$ cat config.mk
export PLATFORM = sky130hd
export DESIGN_NAME = modular_exponentiation_unit
export DESIGN_NICKNAME = d
export VERILOG_FILES = /design/src/rtl/core/mexp_pkg.sv /design/src/rtl/core/mexp_modred.sv /design/src/rtl/core/mexp_datapath.sv /design/src/rtl/core/mexp_ctrl.sv /design/src/rtl/core/modular_exponentiation_unit.sv
export SDC_FILE = /design/constraint.sdc
export NUM_CORES = 2
export LEC_CHECK = 0
export ABC_AREA = 0
export BUFFER_PORTS_ARGS = -buffer_cell sky130_fd_sc_hd__buf_4
export CAP_MARGIN = 20
export CORE_ASPECT_RATIO = 1.2
export CORE_UTILIZATION = 26
export DETAILED_ROUTE_END_ITERATION = 7
export GPL_TIMING_DRIVEN = 0
export PLACE_DENSITY_LB_ADDON = 0.25
export RECOVER_POWER = 100
export SYNTH_ARGS = -nofsm -noshare
export SYNTH_HDL_FRONTEND = slang
export SYNTH_SLANG_ARGS = --single-unit
$ cat constraint.sdc
create_clock -name clk -period 10.9 [get_ports clk]
set_input_delay 0.545 -clock clk [delete_from_list [all_inputs] [get_ports clk]]
set_output_delay 0.545 -clock clk [all_outputs]
set_load 0.05 [all_outputs]
$ cat src/rtl/core/mexp_pkg.sv
// ---------------------------------------------------------------------------
// Modular exponentiation package
// Widths, reset constants, controller states and the command/status
// bundles shared by the controller and the datapath.
// ---------------------------------------------------------------------------
package mexp_pkg;

  // Field and datapath widths
  localparam int unsigned MEXP_MOD_W      = 32;
  localparam int unsigned MEXP_FIELD_W    = 63;
  localparam int unsigned MEXP_PROD_W     = 2 * MEXP_MOD_W;
  localparam int unsigned MEXP_EXP_BITS   = 63;
  localparam int unsigned MEXP_IN_DATA_W  = 128;
  localparam int unsigned MEXP_OUT_DATA_W = 32;

  localparam logic [MEXP_MOD_W-1:0] MEXP_RESET_MODULUS = 32'd1000000007;

  // Controller states
  typedef enum logic [3:0] {
    ST_IDLE,
    ST_BASE_R,
    ST_BASE_W,
    ST_CHECK,
    ST_BIT,
    ST_MUL_P,
    ST_MUL_R,
    ST_MUL_W,
    ST_SQR_P,
    ST_SQR_R,
    ST_SQR_W,
    ST_DONE
  } mexp_state_t;

  // Accumulator load source
  typedef enum logic [1:0] {
    ACC_ZERO,
    ACC_ONE,
    ACC_BASE,
    ACC_REM
  } mexp_acc_src_t;

  // Remainder unit dividend source
  typedef enum logic {
    RED_BASE,
    RED_PROD
  } mexp_red_src_t;

  // Multiplier operand pairing
  typedef enum logic {
    MUL_ACC_B,
    MUL_B_B
  } mexp_mul_sel_t;

  // Controller to datapath
  typedef struct packed {
    logic          load_in;
    logic          mul_go;
    mexp_mul_sel_t mul_sel;
    logic          red_go;
    mexp_red_src_t red_src;
    logic          acc_we;
    mexp_acc_src_t acc_src;
    logic          base_we;
    logic          exp_shift;
    logic          out_load;
  } mexp_cmd_t;

  // Datapath to controller
  typedef struct packed {
    logic mod_zero;
    logic red_done;
    logic base_le1;
    logic exp_zero;
    logic exp_lsb;
    logic exp_rest_zero;
  } mexp_status_t;

endpackage

$ cat src/rtl/core/mexp_modred.sv
// ---------------------------------------------------------------------------
// Modular exponentiation - bit-serial remainder unit
// Reduces a 64-bit dividend modulo a 32-bit modulus by restoring division,
// one dividend bit per cycle. Pulses done when the remainder is ready.
// ---------------------------------------------------------------------------
module mexp_modred (
  input  logic                             clk,
  input  logic                             rst,
  input  logic                             start,
  input  logic [mexp_pkg::MEXP_PROD_W-1:0] dividend,
  input  logic [mexp_pkg::MEXP_MOD_W-1:0]  modulus,
  output logic                             done,
  output logic [mexp_pkg::MEXP_MOD_W-1:0]  remainder
);
  import mexp_pkg::*;

  localparam int unsigned CNT_W = $clog2(MEXP_PROD_W);

  logic                  busy;
  logic [CNT_W-1:0]      cnt;
  logic [MEXP_PROD_W-1:0] dvd;
  logic [MEXP_MOD_W-1:0] rem;
  logic [MEXP_MOD_W:0]   trial;
  logic [MEXP_MOD_W:0]   diff;
  logic [MEXP_MOD_W-1:0] rem_next;

  // One restoring step: bring in the next dividend bit, subtract if it fits
  always_comb begin
    trial    = {rem, dvd[MEXP_PROD_W-1]};
    diff     = trial - {1'b0, modulus};
    rem_next = diff[MEXP_MOD_W] ? trial[MEXP_MOD_W-1:0] : diff[MEXP_MOD_W-1:0];
  end

  // Sequencing
  always_ff @(posedge clk) begin
    if (rst) begin
      busy <= 1'b0;
      done <= 1'b0;
      cnt  <= '0;
    end else begin
      done <= 1'b0;
      if (start) begin
        busy <= 1'b1;
        cnt  <= CNT_W'(MEXP_PROD_W - 1);
      end else if (busy) begin
        cnt <= cnt - 1'b1;
        if (cnt == '0) begin
          busy <= 1'b0;
          done <= 1'b1;
        end
      end
    end
  end

  // Dividend shifter and partial remainder
  always_ff @(posedge clk) begin
    if (start) begin
      dvd <= dividend;
      rem <= '0;
    end else if (busy) begin
      dvd <= {dvd[MEXP_PROD_W-2:0], 1'b0};
      rem <= rem_next;
    end
  end

  assign remainder = rem;

endmodule

$ cat src/rtl/core/mexp_datapath.sv
// ---------------------------------------------------------------------------
// Modular exponentiation - datapath
// Modulus register, operand registers, the shared 32x32 multiplier with its
// product register, the remainder unit and the output data register.
// ---------------------------------------------------------------------------
module mexp_datapath #(
  parameter int unsigned EXP_BITS = mexp_pkg::MEXP_EXP_BITS
) (
  input  logic                                 clk,
  input  logic                                 rst,
  input  mexp_pkg::mexp_cmd_t                  cmd,
  output mexp_pkg::mexp_status_t               status,
  input  logic [mexp_pkg::MEXP_FIELD_W-1:0]    base,
  input  logic [mexp_pkg::MEXP_FIELD_W-1:0]    exponent,
  input  logic                                 cfg_we,
  input  logic [mexp_pkg::MEXP_MOD_W-1:0]      cfg_data,
  output logic [mexp_pkg::MEXP_OUT_DATA_W-1:0] power_mod
);
  import mexp_pkg::*;

  localparam int unsigned EXT_W = MEXP_FIELD_W + 1;

  logic [MEXP_MOD_W-1:0]   modulus;
  logic [MEXP_FIELD_W-1:0] base_raw;
  logic [EXP_BITS-1:0]     expo;
  logic [MEXP_MOD_W-1:0]   b;
  logic [MEXP_MOD_W-1:0]   acc;
  logic [MEXP_PROD_W-1:0]  prod;
  logic [MEXP_MOD_W-1:0]   mul_a;
  logic [MEXP_PROD_W-1:0]  red_dividend;
  logic [MEXP_MOD_W-1:0]   rem;
  logic                    red_done;
  logic [EXT_W-1:0]        exp_ext;

  assign exp_ext = {1'b0, exponent};

  // Modulus register
  always_ff @(posedge clk) begin
    if (rst) begin
      modulus <= MEXP_RESET_MODULUS;
    end else if (cfg_we) begin
      modulus <= cfg_data;
    end
  end

  // Input capture and exponent shifter
  always_ff @(posedge clk) begin
    if (cmd.load_in) begin
      base_raw <= base;
      expo     <= exp_ext[EXP_BITS-1:0];
    end else if (cmd.exp_shift) begin
      expo <= expo >> 1;
    end
  end

  // Multiplier, registered product
  assign mul_a = (cmd.mul_sel == MUL_ACC_B) ? acc : b;

  always_ff @(posedge clk) begin
    if (cmd.mul_go) begin
      prod <= MEXP_PROD_W'(mul_a) * MEXP_PROD_W'(b);
    end
  end

  // Shared remainder unit
  assign red_dividend = (cmd.red_src == RED_BASE) ?
                        {{(MEXP_PROD_W - MEXP_FIELD_W){1'b0}}, base_raw} : prod;

  mexp_modred u_modred (
    .clk       (clk),
    .rst       (rst),
    .start     (cmd.red_go),
    .dividend  (red_dividend),
    .modulus   (modulus),
    .done      (red_done),
    .remainder (rem)
  );

  // Running square of the base
  always_ff @(posedge clk) begin
    if (cmd.base_we) begin
      b <= rem;
    end
  end

  // Accumulator
  always_ff @(posedge clk) begin
    if (cmd.acc_we) begin
      unique case (cmd.acc_src)
        ACC_ZERO: acc <= '0;
        ACC_ONE:  acc <= MEXP_MOD_W'(1);
        ACC_BASE: acc <= b;
        ACC_REM:  acc <= rem;
        default:  acc <= '0;
      endcase
    end
  end

  // Output data register
  always_ff @(posedge clk) begin
    if (cmd.out_load) begin
      power_mod <= acc;
    end
  end

  // Status to the controller
  always_comb begin
    status.mod_zero      = (modulus == '0);
    status.red_done      = red_done;
    status.base_le1      = (b[MEXP_MOD_W-1:1] == '0);
    status.exp_zero      = (expo == '0);
    status.exp_lsb       = expo[0];
    status.exp_rest_zero = ((expo >> 1) == '0);
  end

endmodule

$ cat src/rtl/core/mexp_ctrl.sv
// ---------------------------------------------------------------------------
// Modular exponentiation - controller
// Sequences base reduction, the special-case checks and the
// square-and-multiply loop; owns the stream handshakes.
// ---------------------------------------------------------------------------
module mexp_ctrl (
  input  logic                   clk,
  input  logic                   rst,
  input  logic                   in_valid,
  output logic                   in_ready,
  output logic                   out_valid,
  input  logic                   out_ready,
  input  mexp_pkg::mexp_status_t status,
  output mexp_pkg::mexp_cmd_t    cmd
);
  import mexp_pkg::*;

  mexp_state_t state;
  mexp_state_t state_next;
  logic        out_free;

  assign out_free = !out_valid || out_ready;

  // State register
  always_ff @(posedge clk) begin
    if (rst) begin
      state <= ST_IDLE;
    end else begin
      state <= state_next;
    end
  end

  // Output valid: set on load, cleared once the result is transferred
  always_ff @(posedge clk) begin
    if (rst) begin
      out_valid <= 1'b0;
    end else if (cmd.out_load) begin
      out_valid <= 1'b1;
    end else if (out_ready) begin
      out_valid <= 1'b0;
    end
  end

  // Next state
  always_comb begin
    state_next = state;
    unique case (state)
      ST_IDLE: begin
        if (in_valid) begin
          state_next = status.mod_zero ? ST_DONE : ST_BASE_R;
        end
      end
      ST_BASE_R: state_next = ST_BASE_W;
      ST_BASE_W: begin
        if (status.red_done) begin
          state_next = ST_CHECK;
        end
      end
      ST_CHECK: state_next = status.base_le1 ? ST_DONE : ST_BIT;
      ST_BIT: begin
        priority if (status.exp_zero) begin
          state_next = ST_DONE;
        end else if (status.exp_lsb) begin
          state_next = ST_MUL_P;
        end else begin
          state_next = ST_SQR_P;
        end
      end
      ST_MUL_P: state_next = ST_MUL_R;
      ST_MUL_R: state_next = ST_MUL_W;
      ST_MUL_W: begin
        if (status.red_done) begin
          state_next = status.exp_rest_zero ? ST_DONE : ST_SQR_P;
        end
      end
      ST_SQR_P: state_next = ST_SQR_R;
      ST_SQR_R: state_next = ST_SQR_W;
      ST_SQR_W: begin
        if (status.red_done) begin
          state_next = ST_BIT;
        end
      end
      ST_DONE: begin
        if (out_free) begin
          state_next = ST_IDLE;
        end
      end
      default: state_next = ST_IDLE;
    endcase
  end

  // Commands
  always_comb begin
    cmd      = '0;
    in_ready = 1'b0;
    unique case (state)
      ST_IDLE: begin
        in_ready    = 1'b1;
        cmd.load_in = in_valid;
        // zero modulus: result is zero, nothing to compute
        cmd.acc_we  = in_valid && status.mod_zero;
        cmd.acc_src = ACC_ZERO;
      end
      ST_BASE_R: begin
        cmd.red_go  = 1'b1;
        cmd.red_src = RED_BASE;
      end
      ST_BASE_W: cmd.base_we = status.red_done;
      ST_CHECK: begin
        // reduced base of zero or one is its own answer
        cmd.acc_we  = 1'b1;
        cmd.acc_src = status.base_le1 ? ACC_BASE : ACC_ONE;
      end
      ST_BIT: ;
      ST_MUL_P: begin
        cmd.mul_go  = 1'b1;
        cmd.mul_sel = MUL_ACC_B;
      end
      ST_MUL_R: begin
        cmd.red_go  = 1'b1;
        cmd.red_src = RED_PROD;
      end
      ST_MUL_W: begin
        cmd.acc_we  = status.red_done;
        cmd.acc_src = ACC_REM;
      end
      ST_SQR_P: begin
        cmd.mul_go  = 1'b1;
        cmd.mul_sel = MUL_B_B;
      end
      ST_SQR_R: begin
        cmd.red_go  = 1'b1;
        cmd.red_src = RED_PROD;
      end
      ST_SQR_W: begin
        cmd.base_we   = status.red_done;
        cmd.exp_shift = status.red_done;
      end
      ST_DONE: cmd.out_load = out_free;
      default: ;
    endcase
  end

endmodule

$ cat src/rtl/core/modular_exponentiation_unit.sv
// ---------------------------------------------------------------------------
// Modular exponentiation unit - top level
// base ** exponent mod modulus by right-to-left square-and-multiply.
//
//   Channel   Handshake                 Payload
//   s_axis    s_axis_tvalid/tready      tdata: base[62:0], exponent[125:63]
//   m_axis    m_axis_tvalid/tready      tdata: power_mod[31:0]
//   cfg       cfg_valid/cfg_ready       cfg_data: modulus[31:0]
//
// One item at a time. Base reduction and each modular multiply or square
// run through the bit-serial remainder unit (one dividend bit per cycle
// over a 64-bit product), so an item's run time grows with the position of
// the top set exponent bit and with the number of set exponent bits.
// Reset (rst, synchronous) loads modulus 1000000007 and empties the output.
// The next item is accepted while a finished result waits in the output
// register.
// ---------------------------------------------------------------------------
module modular_exponentiation_unit #(
  parameter int unsigned EXP_BITS = mexp_pkg::MEXP_EXP_BITS
) (
  input  logic                                 clk,
  input  logic                                 rst,
  // base [62:0], exponent [125:63], zero [127:126]
  input  logic                                 s_axis_tvalid,
  output logic                                 s_axis_tready,
  input  logic [mexp_pkg::MEXP_IN_DATA_W-1:0]  s_axis_tdata,
  // power_mod [31:0]
  output logic                                 m_axis_tvalid,
  input  logic                                 m_axis_tready,
  output logic [mexp_pkg::MEXP_OUT_DATA_W-1:0] m_axis_tdata,
  // modulus [31:0]
  input  logic                                 cfg_valid,
  output logic                                 cfg_ready,
  input  logic [mexp_pkg::MEXP_MOD_W-1:0]      cfg_data
);
  import mexp_pkg::*;

  mexp_cmd_t    cmd;
  mexp_status_t status;

  // Config writes are taken at once
  assign cfg_ready = 1'b1;

  mexp_ctrl u_ctrl (
    .clk       (clk),
    .rst       (rst),
    .in_valid  (s_axis_tvalid),
    .in_ready  (s_axis_tready),
    .out_valid (m_axis_tvalid),
    .out_ready (m_axis_tready),
    .status    (status),
    .cmd       (cmd)
  );

  mexp_datapath #(
    .EXP_BITS (EXP_BITS)
  ) u_datapath (
    .clk       (clk),
    .rst       (rst),
    .cmd       (cmd),
    .status    (status),
    .base      (s_axis_tdata[MEXP_FIELD_W-1:0]),
    .exponent  (s_axis_tdata[2*MEXP_FIELD_W-1:MEXP_FIELD_W]),
    .cfg_we    (cfg_valid && cfg_ready),
    .cfg_data  (cfg_data),
    .power_mod (m_axis_tdata)
  );

endmodule

==> impl_metrics.toml <==
[status]
status = "finished with violations"
violations = "design-rule violations, max-capacitance violations, max-slew violations"

[sta]
slew_viol_final = 295
max_freq_ghz = 0.0941
hold_violations = 0
fin_crit_sh = 0.975
skew_ns = 0.0260
setup_violations = 0
worstMarginPinSlew_ns = 3.13
relSlewSlack = -1.09
fin_crit_ns = 10.63

[detailed_routing]
firstDrtPassIters = 7
totalWireLength_um = 203000
avgViaCountPerCell = 4.71
drt-initial-drc-count = 3131
vias = 37900
wl_per_cell_um = 25.2
drcViolationCount = 36
ant_nets = 0

[clock_tree]
cts-root-buf = "clkbuf_16"
clock-sinks = 427
cts_tree = "done"
clk_pin_slew_worst_paths_ns = 0.06
clk_latency_ns = 0.69
post_cts_buffers = 0
cts_made_buffers = 50
h-tree-depth = 2
cts_buffer_depth = 3

[worst_hold_path]
hp-class = "in -> reg"

[die]
io_pins = 200
row_count = 179
dieArea_um2 = 201000
die_w_um = 410
start_util = 0.261
chipHeight_um = 491
core_um2 = 198000

[placed_design]
dpl.hpwl_um = 167000
placed_cells = 7914
gp_congestion = 0.998
portBuffers = 195

[layout]
final.fill_count = 20900
final_nets = 6726
instances_no_fill = 8041
drive_gt1_frac = 0.0675
syn2layout_area_growth_pct = 13.0
fin_util = 0.296

[logic_synthesis]
ys_ff_latch = 427
synth_edf_count = 350
synth_top_cell_by_area = "fa_1"
synth.area.mux_share = 0.0411
yosysWarningCount = 0
postSynthAreaPerCell_um2 = 10.2
async_flop_share = 0
synth_top_family_by_area = "adder cells"
synthesis.nets = 6426
synth.distinct_cells = 85
synth-adder-area-share = 0.418
netlist_instances = 5067
yosysTopAreaCellShare = 0.347
ys_top_cells_by_area = "fa_1 (35%), edfxtp_1 (20%), and2_1 (7.7%), ha_1 (7.2%), inv_1 (6.6%)"
yosys.area_share.xor_xnor = 0.0164
synth-compound-area-share = 0.0591
yosys.area_share.simple = 0.144
yosysSeqAreaShare = 0.233
synthesis.area_um2 = 51800
synthFlopType = "edfxtp_1"

[grt]
grt_max_degree = 64
grt_pass1_vias = 40700
grt_overflow = 0
grt_pass1_wl_um = 289000
track_usage = 0.201
antenna_found_initial = 24

[worst_setup_path]
crit_family = "adder cells"
worst_path_most_repeated_cell = "fa_1"
startpoint_type = "register"
path_class = "reg -> reg"
cp_max_fo = 10
cp_slowest_stage_delay_ns = 0.62
cp.required_ns = 11.31
path_buf_inv = 6
cp_slowest_cell = "a31oi_1"
crit_arrival_ns = 11.05
endpoint_kind = "register"

[job]
cap_viol_max_count = 10
-- per-layer routing --
layer / part of all wire / track usage
met1: 0.40 / 0.246
met2: 0.48 / 0.342
met3: 0.062 / 0.0304
met4: 0.058 / 0.0998
met5: 0.000094 / 0
-- stage by stage --
step	setup slack (ns)	TNS [ns]	area, um^2	hold slack [ns]
finish	0.268	0	58600	0.0666
detailed placement	-1.93	-27.52	57100	0.427
floorplan	1.98	0	51800	0.407
global route	-0.0145	-0.0200	58500	0.0355
global placement	-1.85	-25.14	56600	0.415
CTS	0.0363	0	59000	0.000214
-- flip-flops by register name, summed over array words and instances (netlist names), 32 cells and up --
name / cells
u_datapath.modulus: 32
u_datapath.b: 32
u_datapath.u_modred.dvd: 64
u_datapath.base_raw: 63
u_datapath.power_mod: 32
u_datapath.acc: 32
u_datapath.u_modred.remainder: 32
u_datapath.expo: 63
u_datapath.prod: 64
-- cells by family after synthesis --
family | count (synthesis)
AOI/OAI and AO/OA | 492
xor gates and xnor gates | 94
adders and majority gates | 1194
buffers and inverters | 1202
DFF | 427
muxes | 201
other | 1
and+or+nand+nor | 1456
-- cell type report --
class | count | area (um^2) | area share
clock inverter | 33 | 379 | 0.00647
inverter | 915 | 3430 | 0.0586
tap | 2624 | 3280 | 0.0561
sequential | 427 | 12100 | 0.206
antenna | 10 | 25.0 | 0.000427
clock buffer | 59 | 1280 | 0.0219
multi-input combinational | 3438 | 35200 | 0.600
buffer | 286 | 1120 | 0.0192
timing repair buffer | 249 | 1830 | 0.0312
-- placed cells by master (no fill, tap or decap), types with 99 or more instances in the layout --
cell type / count
inv_1: 914
fa_1: 897
and2_1: 617
nand2_1: 554
edfxtp_1: 350
clkbuf_1: 339
ha_1: 297
o21ai_0: 153
a21oi_1: 142
mux2i_1: 107
buf_4: 99
-- what timing repair did --
action,CTS,global route
pin swaps,0,1
endpoints found under the setup margin,33,9
gates resized for setup,20,4
endpoints found under the hold margin,24,0
gates cloned,0,0
hold buffers,24,0
-- cells in the mapped netlist, types with 11 or more instances --
cell type / count
and2_1: 636
o21a_1: 34
fa_1: 897
and3_1: 14
nor2_1: 83
nand3_1: 40
ha_1: 297
xnor2_1: 59
mux2_2: 94
nand2b_1: 11
nor2b_1: 14
mux2i_1: 107
clkbuf_1: 266
dfxtp_1: 77
inv_1: 914
o21ai_0: 151
a21o_1: 49
edfxtp_1: 350
xor2_1: 33
o21bai_1: 12
nor3_1: 22
nand4_1: 28
nand2_1: 554
o211ai_1: 21
nor4_1: 35
a21oi_1: 141
-- final timing paths --
kind | cells after the start | startpoint | slack, ns | endpoint
worst min register to register | 0 | u_datapath.u_modred.remainder[31] | 0.44 | u_datapath.b[31]
worst max-delay path | 29 | u_ctrl.state[3] | 0.27 | u_datapath.prod[58]
worst max register to register | 29 | u_ctrl.state[3] | 0.27 | u_datapath.prod[58]
worst min-delay path | 1 | s_axis_tdata[62] | 0.07 | u_datapath.base_raw[62]
Power is not shown: default switching activity piles up to over one toggle a cycle in this logic, so the estimate is an artifact.
